**config.mk**
```make
export PLATFORM = sky130hd
export DESIGN_NAME = motor_command_line_parser
export DESIGN_NICKNAME = d
export VERILOG_FILES = /design/src/mclp_pkg.sv /design/src/mclp_div.sv /design/src/motor_command_line_parser.sv
export SDC_FILE = /design/constraint.sdc
export NUM_CORES = 2
export LEC_CHECK = 0
export BUFFER_PORTS_ARGS = -buffer_cell sky130_fd_sc_hd__buf_2
export CAP_MARGIN = 5
export CORE_MARGIN = 2
export CORE_UTILIZATION = 50
export DETAILED_ROUTE_END_ITERATION = 16
export GPL_TIMING_DRIVEN = 0
export PLACE_DENSITY = 0.76
export SYNTH_ARGS = -nofsm -noshare
export SYNTH_HDL_FRONTEND = slang
export SYNTH_HIERARCHICAL = 1
export SYNTH_SLANG_ARGS = --single-unit
export TNS_END_PERCENT = 100
```
**constraint.sdc**
```tcl
create_clock -name aclk -period 7.07 [get_ports aclk]
set_input_delay 1.0605 -clock aclk [delete_from_list [all_inputs] [get_ports aclk]]
set_output_delay 1.0605 -clock aclk [all_outputs]
set_load 0.02 [all_outputs]
```
**src/mclp_pkg.sv**
```systemverilog
`timescale 1ns / 1ps
// ============================================================================
// mclp_pkg
// Shared types and constants of the motor command line parser: channel
// payloads, character codes, command kinds and divider request/response.
// ============================================================================
package mclp_pkg;

    // Field widths
    localparam int PERIOD_W    = 13;
    localparam int DUTY_W      = 15;
    localparam int STEER_W     = 12;
    localparam int ACC_W       = 20;
    localparam int POS_W       = 8;
    localparam int KIND_W      = 3;
    localparam int MUL_A_W     = 12;
    localparam int MUL_B_W     = 15;
    localparam int PROD_W      = MUL_A_W + MUL_B_W;
    localparam int DIVISOR_W   = 10;
    localparam int RECIP_W     = 28;
    localparam int RECIP_SHIFT = PROD_W + DIVISOR_W;

    // Register reset and arithmetic constants
    localparam logic [PERIOD_W-1:0]  PERIOD_RESET = 13'd5000;
    localparam logic [DIVISOR_W-1:0] SCALE_DIV    = 10'd1023;
    localparam logic [DIVISOR_W-1:0] MIX_DIV      = 10'd1000;
    localparam logic [STEER_W-1:0]   MIX_CENTER   = 12'd1000;
    localparam logic [ACC_W-1:0]     P_LIMIT      = 20'd1024;
    localparam logic [ACC_W-1:0]     X_LIMIT      = 20'd3000;
    localparam logic [POS_W-1:0]     MIN_LEN      = 8'd4;
    localparam logic [POS_W-1:0]     DIGIT_POS    = 8'd4;

    // Reciprocals 2^RECIP_SHIFT / divisor, rounded up; exact for any
    // dividend below 2^PROD_W
    localparam logic [RECIP_W-1:0]   RECIP_SCALE  = 28'd134348929;
    localparam logic [RECIP_W-1:0]   RECIP_MIX    = 28'd137438954;

    // Character codes
    localparam logic [7:0] CHAR_NL   = 8'h0A;
    localparam logic [7:0] CHAR_ZERO = 8'h30;
    localparam logic [7:0] CHAR_ONE  = 8'h31;
    localparam logic [7:0] CHAR_NINE = 8'h39;
    localparam logic [7:0] CHAR_C    = 8'h63;
    localparam logic [7:0] CHAR_P    = 8'h70;
    localparam logic [7:0] CHAR_X    = 8'h78;
    localparam logic [7:0] CHAR_L    = 8'h6C;
    localparam logic [7:0] CHAR_D    = 8'h64;

    // Command kinds reported with each line
    localparam logic [KIND_W-1:0] KIND_IGNORED = 3'd0;
    localparam logic [KIND_W-1:0] KIND_DIRECT  = 3'd1;
    localparam logic [KIND_W-1:0] KIND_MIXED   = 3'd2;
    localparam logic [KIND_W-1:0] KIND_LIGHT   = 3'd3;
    localparam logic [KIND_W-1:0] KIND_DIR     = 3'd4;

    typedef struct packed {
        logic [7:0] text_byte;
        logic       packet_end;
    } in_item_t;

    typedef struct packed {
        logic [DUTY_W-1:0] duty_a;
        logic [DUTY_W-1:0] duty_b;
        logic              light_enable;
        logic              reverse_dir;
        logic [KIND_W-1:0] command_kind;
    } out_item_t;

    typedef struct packed {
        logic                 start;
        logic [PROD_W-1:0]    dividend;
        logic [DIVISOR_W-1:0] divisor;
    } div_req_t;

    typedef struct packed {
        logic              done;
        logic [PROD_W-1:0] quotient;
    } div_rsp_t;

endpackage

```
**src/mclp_div.sv**
```systemverilog
`timescale 1ns / 1ps
// ============================================================================
// mclp_div
// Constant divider by reciprocal multiply. Takes a product and one of the two
// constant divisors on start, registers them, multiplies by the reciprocal
// into the product register and pulses done with the quotient.
// ============================================================================
module mclp_div (
    input  logic                aclk,
    input  logic                aresetn,
    input  mclp_pkg::div_req_t  req,
    output mclp_pkg::div_rsp_t  rsp
);

    logic                                              done_reg;
    logic                                              mul_pend_reg;
    logic [mclp_pkg::PROD_W-1:0]                       dvd_reg;
    logic [mclp_pkg::RECIP_W-1:0]                      recip_reg;
    logic [mclp_pkg::PROD_W+mclp_pkg::RECIP_W-1:0]     prod_reg;

    logic [mclp_pkg::RECIP_W-1:0]                      recip_sel;

    // Pick the reciprocal of the requested divisor
    assign recip_sel = (req.divisor == mclp_pkg::MIX_DIV) ? mclp_pkg::RECIP_MIX :
                                                            mclp_pkg::RECIP_SCALE;

    // Load on start, multiply by the reciprocal in the next cycle
    always_ff @(posedge aclk) begin
        if (!aresetn) begin
            done_reg     <= 1'b0;
            mul_pend_reg <= 1'b0;
        end else begin
            done_reg     <= mul_pend_reg;
            mul_pend_reg <= req.start;
            if (req.start) begin
                dvd_reg   <= req.dividend;
                recip_reg <= recip_sel;
            end
            if (mul_pend_reg) begin
                prod_reg <= (mclp_pkg::PROD_W + mclp_pkg::RECIP_W)'(dvd_reg) *
                            (mclp_pkg::PROD_W + mclp_pkg::RECIP_W)'(recip_reg);
            end
        end
    end

    assign rsp.done     = done_reg;
    assign rsp.quotient = mclp_pkg::PROD_W'(
        prod_reg[mclp_pkg::PROD_W+mclp_pkg::RECIP_W-1:mclp_pkg::RECIP_SHIFT]);

endmodule

```
**src/motor_command_line_parser.sv**
```systemverilog
`timescale 1ns / 1ps
// ============================================================================
// motor_command_line_parser
// Splits command text into lines and turns each valid line into duty,
// mixing, light or direction updates; reports the current outputs per line.
// ============================================================================
//
//  Channel   Ports                          Moves
//  --------  -----------------------------  ------------------------------
//  input     s_valid s_ready s_data         one text byte + packet end flag
//  result    m_valid m_ready m_data         duties, flags, command kind
//  config    cfg_valid cfg_ready cfg_data   pwm_period (13 bit)
//
//  A byte that does not end a line is taken in ST_IDLE. A line end goes to
//  ST_EVAL; ignored, light and direction lines then go to ST_FINISH, a direct
//  duty via ST_MUL and ST_DIV, a steering update via ST_MIX, ST_MUL, ST_DIV,
//  a throttle update via ST_MUL and ST_DIV and then as steering; each product
//  goes through the shared reciprocal divider. s_ready is low while a line
//  is evaluated; it stays high while a finished result waits on m_ready,
//  until the next line end is taken. Reset is synchronous and active low;
//  pwm_period returns to 5000.
module motor_command_line_parser (
    input  logic                              aclk,
    input  logic                              aresetn,
    input  logic                              s_valid,
    output logic                              s_ready,
    input  mclp_pkg::in_item_t                s_data,
    output logic                              m_valid,
    input  logic                              m_ready,
    output mclp_pkg::out_item_t               m_data,
    input  logic                              cfg_valid,
    output logic                              cfg_ready,
    input  logic [mclp_pkg::PERIOD_W-1:0]     cfg_data
);

    typedef enum logic [2:0] {
        ST_IDLE,
        ST_EVAL,
        ST_MUL,
        ST_DIV,
        ST_MIX,
        ST_FINISH
    } state_t;

    typedef enum logic [1:0] {
        PH_DUTY,
        PH_THROTTLE,
        PH_CUT
    } phase_t;

    state_t                              state_reg;
    phase_t                              phase_reg;

    logic [mclp_pkg::PERIOD_W-1:0]       period_reg;
    logic [mclp_pkg::POS_W-1:0]          pos_reg;
    logic [7:0]                          first_reg;
    logic [7:0]                          cmd_reg;
    logic [7:0]                          chan_reg;
    logic [mclp_pkg::ACC_W-1:0]          acc_reg;
    logic [mclp_pkg::DUTY_W-1:0]         throttle_reg;
    logic [mclp_pkg::STEER_W-1:0]        steering_reg;
    logic [mclp_pkg::DUTY_W-1:0]         duty_a_reg;
    logic [mclp_pkg::DUTY_W-1:0]         duty_b_reg;
    logic                                light_reg;
    logic                                dir_reg;
    logic [mclp_pkg::KIND_W-1:0]         kind_reg;
    logic                                chan_one_reg;
    logic                                mix_hi_reg;
    logic [mclp_pkg::MUL_A_W-1:0]        mul_a_reg;
    logic [mclp_pkg::MUL_B_W-1:0]        mul_b_reg;
    logic [mclp_pkg::DIVISOR_W-1:0]      divisor_reg;
    logic                                m_valid_reg;
    mclp_pkg::out_item_t                 m_data_reg;

    logic                                s_fire;
    logic                                is_nl;
    logic                                is_digit;
    logic [mclp_pkg::ACC_W+3:0]          acc_wide;
    logic [mclp_pkg::ACC_W-1:0]          acc_next;
    logic                                line_ok;
    logic [mclp_pkg::PROD_W-1:0]         cut_ext;
    logic [mclp_pkg::PROD_W-1:0]         thr_ext;
    logic [mclp_pkg::DUTY_W-1:0]         cut_duty;
    logic                                out_free;

    mclp_pkg::div_req_t                  div_req;
    mclp_pkg::div_rsp_t                  div_rsp;

    assign s_ready   = (state_reg == ST_IDLE);
    assign s_fire    = s_valid && s_ready;
    assign cfg_ready = 1'b1;
    assign out_free  = !m_valid_reg || m_ready;

    // Character classes and saturating decimal accumulate
    always_comb begin
        is_nl    = (s_data.text_byte == mclp_pkg::CHAR_NL);
        is_digit = (s_data.text_byte >= mclp_pkg::CHAR_ZERO) &&
                   (s_data.text_byte <= mclp_pkg::CHAR_NINE);
        acc_wide = {1'b0, acc_reg, 3'b000} + {3'b000, acc_reg, 1'b0} +
                   (mclp_pkg::ACC_W + 4)'(s_data.text_byte - mclp_pkg::CHAR_ZERO);
        acc_next = (acc_wide[mclp_pkg::ACC_W+3:mclp_pkg::ACC_W] != 4'd0) ?
                   '1 : acc_wide[mclp_pkg::ACC_W-1:0];
    end

    // Line qualifies: long enough, starts with 'c', channel '0' or '1'
    assign line_ok = (pos_reg > mclp_pkg::MIN_LEN) && (first_reg == mclp_pkg::CHAR_C) &&
                     ((chan_reg == mclp_pkg::CHAR_ZERO) || (chan_reg == mclp_pkg::CHAR_ONE));

    // Clamp throttle minus cut at zero
    always_comb begin
        cut_ext  = div_rsp.quotient;
        thr_ext  = mclp_pkg::PROD_W'(throttle_reg);
        cut_duty = (cut_ext >= thr_ext) ? '0 :
                   (throttle_reg - div_rsp.quotient[mclp_pkg::DUTY_W-1:0]);
    end

    // Multiply into the divider's dividend register
    always_comb begin
        div_req.start    = (state_reg == ST_MUL);
        div_req.dividend = mclp_pkg::PROD_W'(mul_a_reg) * mclp_pkg::PROD_W'(mul_b_reg);
        div_req.divisor  = divisor_reg;
    end

    mclp_div u_div (
        .aclk    (aclk),
        .aresetn (aresetn),
        .req     (div_req),
        .rsp     (div_rsp)
    );

    // Sequencer, line state and result register
    always_ff @(posedge aclk) begin
        if (!aresetn) begin
            state_reg    <= ST_IDLE;
            phase_reg    <= PH_DUTY;
            period_reg   <= mclp_pkg::PERIOD_RESET;
            pos_reg      <= '0;
            first_reg    <= '0;
            cmd_reg      <= '0;
            chan_reg     <= '0;
            acc_reg      <= '0;
            throttle_reg <= '0;
            steering_reg <= '0;
            duty_a_reg   <= '0;
            duty_b_reg   <= '0;
            light_reg    <= 1'b0;
            dir_reg      <= 1'b0;
            kind_reg     <= mclp_pkg::KIND_IGNORED;
            m_valid_reg  <= 1'b0;
        end else begin
            if (cfg_valid) begin
                period_reg <= cfg_data;
            end

            // Load the result register at line end, drop it once taken
            if ((state_reg == ST_FINISH) && out_free) begin
                m_valid_reg <= 1'b1;
            end else if (m_ready) begin
                m_valid_reg <= 1'b0;
            end

            case (state_reg)
                ST_IDLE: begin
                    if (s_fire) begin
                        if (!is_nl) begin
                            if (pos_reg == 8'd0) begin
                                first_reg <= s_data.text_byte;
                            end else if (pos_reg == 8'd1) begin
                                cmd_reg <= s_data.text_byte;
                            end else if (pos_reg == 8'd2) begin
                                chan_reg <= s_data.text_byte;
                            end else if (pos_reg >= mclp_pkg::DIGIT_POS && is_digit) begin
                                acc_reg <= acc_next;
                            end
                            if (pos_reg != '1) begin
                                pos_reg <= pos_reg + 1'b1;
                            end
                        end
                        if (is_nl || s_data.packet_end) begin
                            state_reg <= ST_EVAL;
                        end
                    end
                end

                ST_EVAL: begin
                    // Decode the finished line and clear it for the next one
                    chan_one_reg <= (chan_reg == mclp_pkg::CHAR_ONE);
                    pos_reg      <= '0;
                    first_reg    <= '0;
                    cmd_reg      <= '0;
                    chan_reg     <= '0;
                    acc_reg      <= '0;
                    mul_a_reg    <= acc_reg[mclp_pkg::MUL_A_W-1:0];
                    mul_b_reg    <= mclp_pkg::MUL_B_W'(period_reg);
                    divisor_reg  <= mclp_pkg::SCALE_DIV;
                    if (line_ok && (cmd_reg == mclp_pkg::CHAR_P) &&
                        (acc_reg < mclp_pkg::P_LIMIT)) begin
                        kind_reg  <= mclp_pkg::KIND_IGNORED;
                        phase_reg <= PH_DUTY;
                        state_reg <= ST_MUL;
                    end else if (line_ok && (cmd_reg == mclp_pkg::CHAR_X) &&
                                 (acc_reg < mclp_pkg::X_LIMIT)) begin
                        kind_reg <= mclp_pkg::KIND_IGNORED;
                        if (chan_reg == mclp_pkg::CHAR_ONE) begin
                            steering_reg <= acc_reg[mclp_pkg::STEER_W-1:0];
                            state_reg    <= ST_MIX;
                        end else begin
                            phase_reg <= PH_THROTTLE;
                            state_reg <= ST_MUL;
                        end
                    end else if (line_ok && (cmd_reg == mclp_pkg::CHAR_L)) begin
                        light_reg <= (acc_reg != '0);
                        kind_reg  <= mclp_pkg::KIND_LIGHT;
                        state_reg <= ST_FINISH;
                    end else if (line_ok && (cmd_reg == mclp_pkg::CHAR_D)) begin
                        dir_reg   <= (acc_reg != '0);
                        kind_reg  <= mclp_pkg::KIND_DIR;
                        state_reg <= ST_FINISH;
                    end else begin
                        kind_reg  <= mclp_pkg::KIND_IGNORED;
                        state_reg <= ST_FINISH;
                    end
                end

                ST_MUL: begin
                    state_reg <= ST_DIV;
                end

                ST_DIV: begin
                    if (div_rsp.done) begin
                        case (phase_reg)
                            PH_DUTY: begin
                                if (chan_one_reg) begin
                                    duty_b_reg <= div_rsp.quotient[mclp_pkg::DUTY_W-1:0];
                                end else begin
                                    duty_a_reg <= div_rsp.quotient[mclp_pkg::DUTY_W-1:0];
                                end
                                kind_reg  <= mclp_pkg::KIND_DIRECT;
                                state_reg <= ST_FINISH;
                            end
                            PH_THROTTLE: begin
                                throttle_reg <= div_rsp.quotient[mclp_pkg::DUTY_W-1:0];
                                state_reg    <= ST_MIX;
                            end
                            PH_CUT: begin
                                if (mix_hi_reg) begin
                                    duty_a_reg <= cut_duty;
                                    duty_b_reg <= throttle_reg;
                                end else begin
                                    duty_a_reg <= throttle_reg;
                                    duty_b_reg <= cut_duty;
                                end
                                kind_reg  <= mclp_pkg::KIND_MIXED;
                                state_reg <= ST_FINISH;
                            end
                            default: begin
                                state_reg <= ST_FINISH;
                            end
                        endcase
                    end
                end

                ST_MIX: begin
                    // Cut one side by the steering offset from center
                    mix_hi_reg <= (steering_reg > mclp_pkg::MIX_CENTER);
                    if (steering_reg > mclp_pkg::MIX_CENTER) begin
                        mul_a_reg <= steering_reg - mclp_pkg::MIX_CENTER;
                    end else begin
                        mul_a_reg <= mclp_pkg::MIX_CENTER - steering_reg;
                    end
                    mul_b_reg   <= throttle_reg;
                    divisor_reg <= mclp_pkg::MIX_DIV;
                    phase_reg   <= PH_CUT;
                    state_reg   <= ST_MUL;
                end

                ST_FINISH: begin
                    // Hold until the result register is free
                    if (out_free) begin
                        m_data_reg.duty_a       <= duty_a_reg;
                        m_data_reg.duty_b       <= duty_b_reg;
                        m_data_reg.light_enable <= light_reg;
                        m_data_reg.reverse_dir  <= dir_reg;
                        m_data_reg.command_kind <= kind_reg;
                        state_reg               <= ST_IDLE;
                    end
                end

                default: begin
                    state_reg <= ST_IDLE;
                end
            endcase
        end
    end

    assign m_valid = m_valid_reg;
    assign m_data  = m_data_reg;

endmodule

```
==> metrics.md <==
| Metric | Value |
|---|---|
| Status | `completed` |
| Slew headroom | `19.4%` |
| Fill cell count | `5545` |
| Crit share post-route | `98.8%` |
| FP Rows | `92` |
| Critical path type | `flop to flop` |
| Largest family of logic cells by synthesized area | `adder cells` |
| Yosys Warn Count | `6` |
| Drt first pass iters | `7` |
| Iteration-0 DRC Markers | `1893` |
| Hold Fails Final Rpt | `0` |
| Number of clock sinks | `247` |
| Starting Density | `50.6%` |
| Fmax | `143 MHz` |
| Global Route Usage Sum | `25.0%` |
| Post-Synth XOR/XNOR Area | `2.17%` |
| IO Pins | `65` |
| Adder-cell share of the synthesized area | `44.0%` |
| Finished Core Util | `55.6%` |
| Cell variety after synth | `86` |
| Crit. End Element | `flop` |
| Crit start category | `flop` |
| Fin crit period | `6990 ps` |
| Die Ht | `257 µm` |
| Remaining DRCs | `0` |
| Core box area | `0.0631 mm²` |
| TritonCTS clock tree | `yes` |
| Final ANT Viol Nets | `0` |
| Max rail drop VDD | `0.280 mV` |
| Post-synth ARST share | `0%` |
| Placer Congestion | `1.02` |
| Inserted Clock Buffers | `27` |
| Largest net degree at the start of global routing | `33` |
| Top FF cell, synth | `dfxtp_1` |
| Deepest clock path buffer count | `3` |
| Share of cells above drive strength 1 | `8.07%` |
| Post-Synth Simple-Gate Area | `12.7%` |
| WL final | `82400 µm` |
| First-pass GRT wire length | `132000 µm` |
| Detailed placer's ending HPWL | `68100 µm` |
| Least-Margin Pin Slew | `1200 ps` |
| Leakage | `17.1 nW` |
| Htree depth | `1` |
| Syn Inst Count | `3408` |
| Vias | `24300` |
| # nets final | `4434` |
| Mapped Area | `0.0319 mm²` |
| Compound-Gate Fraction of Synth Area | `10.3%` |
| Clock transition at the registers of the reported paths | `60 ps` |
| Slew Viols, Final | `0` |
| Post-synth EDFFs | `112` |
| RSZ-0062 raised after global routing | `true` |
| Average vias per placed instance | `5.52` |
| Total die area | `0.0659 mm²` |
| Port buffer count | `61` |
| Crit path required time | `7350 ps` |
| Seq/Total Area, Yosys | `19.0%` |
| Hold-fix buffers at CTS | `0` |
| Max reg flops | `35` |
| Worst hold-check path type | `flop to flop` |
| Routed len/inst | `18.7 µm` |
| Clock latency on the worst-skew pair | `550 ps` |
| Antenna violations before repair | `2` |
| Final setup violation count | `0` |
| Avg Inst Size Synth | `9.37 µm²` |
| Design Area, Final | `0.0350 mm²` |
| #FFs+latches synth | `247` |
| Sum of negative setup slack | `0 ps` |
| Pwr/cell area | `278 mW/mm²` |
| Max FO, Critical Path | `10` |
| Worst Skew | `25.5 ps` |
| Die extent in x | `257 µm` |
| Root buf cell | `clkbuf_16` |
| Max-Cap Viols | `0` |
| Vias in the first global route | `24600` |
| Area Overhead vs Synth | `9.76%` |
| Grt ovf | `0` |
| Placed Area | `0.0334 mm²` |
| Fraction of synthesized area in multiplexers | `1.57%` |
| WP data arrival | `7270 ps` |
[layer usage]
layer,share of wire (%),routed length (µm),track usage [%],vias to the layer above
met1,43,35200,33.8,11900
met4,4.0,3320,9.04,0
met3,7.0,5810,3.55,182
li1,-,-,-,11300
met2,46,38100,41.1,927
met5,0,0,0,-
[layout make-up]
type	count	area, µm²	area share [%]
antenna	1	2.50	0.00714
multi-input combinational	2324	23200	66.1
clock buffer	43	867	2.47
tap	846	1060	3.02
buffer	109	519	1.48
sequential	247	6070	17.3
clock inverter	6	61.3	0.175
timing repair buffer	87	513	1.46
inverter	740	2800	7.99
[critical path, cell delays in order, from the launching register on]
cell and delay [ps]:
edfxtp_1 410, buf_8 170, clkbuf_8 190, nand2_2 110
clkinvlp_4 160, buf_4 210, fa_1 370, inv_1 80
fa_1 440, fa_1 460, fa_1 420, fa_1 550
inv_1 50, fa_1 480, inv_1 60, fa_1 530
inv_1 100, ha_4 290, nand4_1 180, buf_4 200
nor4_2 120, o211ai_1 120, buf_4 180, nor4b_4 310
a221oi_4 90, a31o_2 290, xnor2_1 140
[cell usage after synthesis, types with 15 or more instances]
master    number  area share (%)
inv_1        739             8.7
ha_1         452              18
fa_1         419              26
nand2_1      297             3.5
and2_1       140             2.7
dfxtp_1      135             8.5
o21ai_0      127             2.0
edfxtp_1     112              11
a21oi_1      110             1.7
clkbuf_1      87             1.0
nor2_1        86             1.0
nand3_1       73             1.1
nor2b_1       55             1.1
xnor2_1       52             1.4
mux2i_1       49             1.5
o211ai_1      33            0.78
a21o_1        31            0.73
nor3_1        30            0.47
xor2_1        27            0.74
nor4_1        26            0.51
a22oi_1       22            0.52
and3_1        22            0.43
a21boi_0      20            0.47
a31oi_1       20            0.39
a211oi_1      19            0.45
nand4_1       19            0.37
nand2b_1      15            0.29
[final timing paths]
check | endpoint | slack, ps | from | cells past startpoint
max reg2reg | u_div/prod_reg[51]$_DFFE_PP_ | 80 | u_div/recip_reg[20]$_DFFE_PP_ | 26
min | m_data[12]$_DFFE_PP_ | 420 | duty_b_reg[7]$_SDFFE_PN0P_ | 0
max | u_div/prod_reg[51]$_DFFE_PP_ | 80 | u_div/recip_reg[20]$_DFFE_PP_ | 26
min reg2reg | m_data[12]$_DFFE_PP_ | 420 | duty_b_reg[7]$_SDFFE_PN0P_ | 0
[where the power goes]
part           switching [mW]  internal [mW]  total [mW]
logic                    3.55           2.71        6.25
clock network           0.581          0.875        1.46
registers               0.175           1.85        2.02
total                    4.30           5.43        9.73
[per-stage QoR]
| stage | std cells | power, mW | worst slack [ps] | hold WS, ps |
|---|---|---|---|---|
| finish | 4403 | 9.73 | 83.9 | 424 |
| global route | 4403 | 10.7 | -89.4 | 439 |
| CTS | 4384 | 9.63 | 9.48 | 432 |
| detailed placement | 4331 | 8.09 | -1270 | 418 |
| global placement | 4329 | 7.94 | -1260 | 414 |
| floorplan | 3422 | 6.82 | 480 | 403 |
[logic make-up (layout without fill, tap and decap cells)]
kind of cell,count (synthesis),after routing
xor+xnor,79,79
simple gates,810,810
fa+ha+maj,871,871
flops,247,247
compound gates,498,498
other cells,2,17
buf+inv,851,985
mux,50,50
[cells in the final DEF, fill, tap and decap left out, types with 9 or more instances in the layout]
cell	n
a211oi_1	15
a21boi_0	19
a21o_1	31
a21oi_1	101
a21oi_2	14
a22oi_1	21
a31oi_1	19
and2_1	129
and2_4	9
and3_1	21
buf_2	68
buf_4	37
clkbuf_1	85
clkbuf_16	30
conb_1	16
dfxtp_1	135
edfxtp_1	112
fa_1	418
ha_1	433
ha_4	13
inv_1	728
mux2i_1	49
nand2_1	289
nand2b_1	15
nand3_1	72
nand4_1	19
nor2_1	84
nor2b_1	55
nor3_1	26
nor4_1	23
o211ai_1	33
o21a_1	11
o21ai_0	122
o21bai_1	11
xnor2_1	51
xor2_1	25
[what timing repair did]
action,CTS,global route
pin swaps,14,29
hold endpoints to repair,0,0
gates resized for setup,71,61
setup buffers,5,19
endpoints found under the setup margin,18,18
No activity file was read; power rests on OpenSTA's default activity.
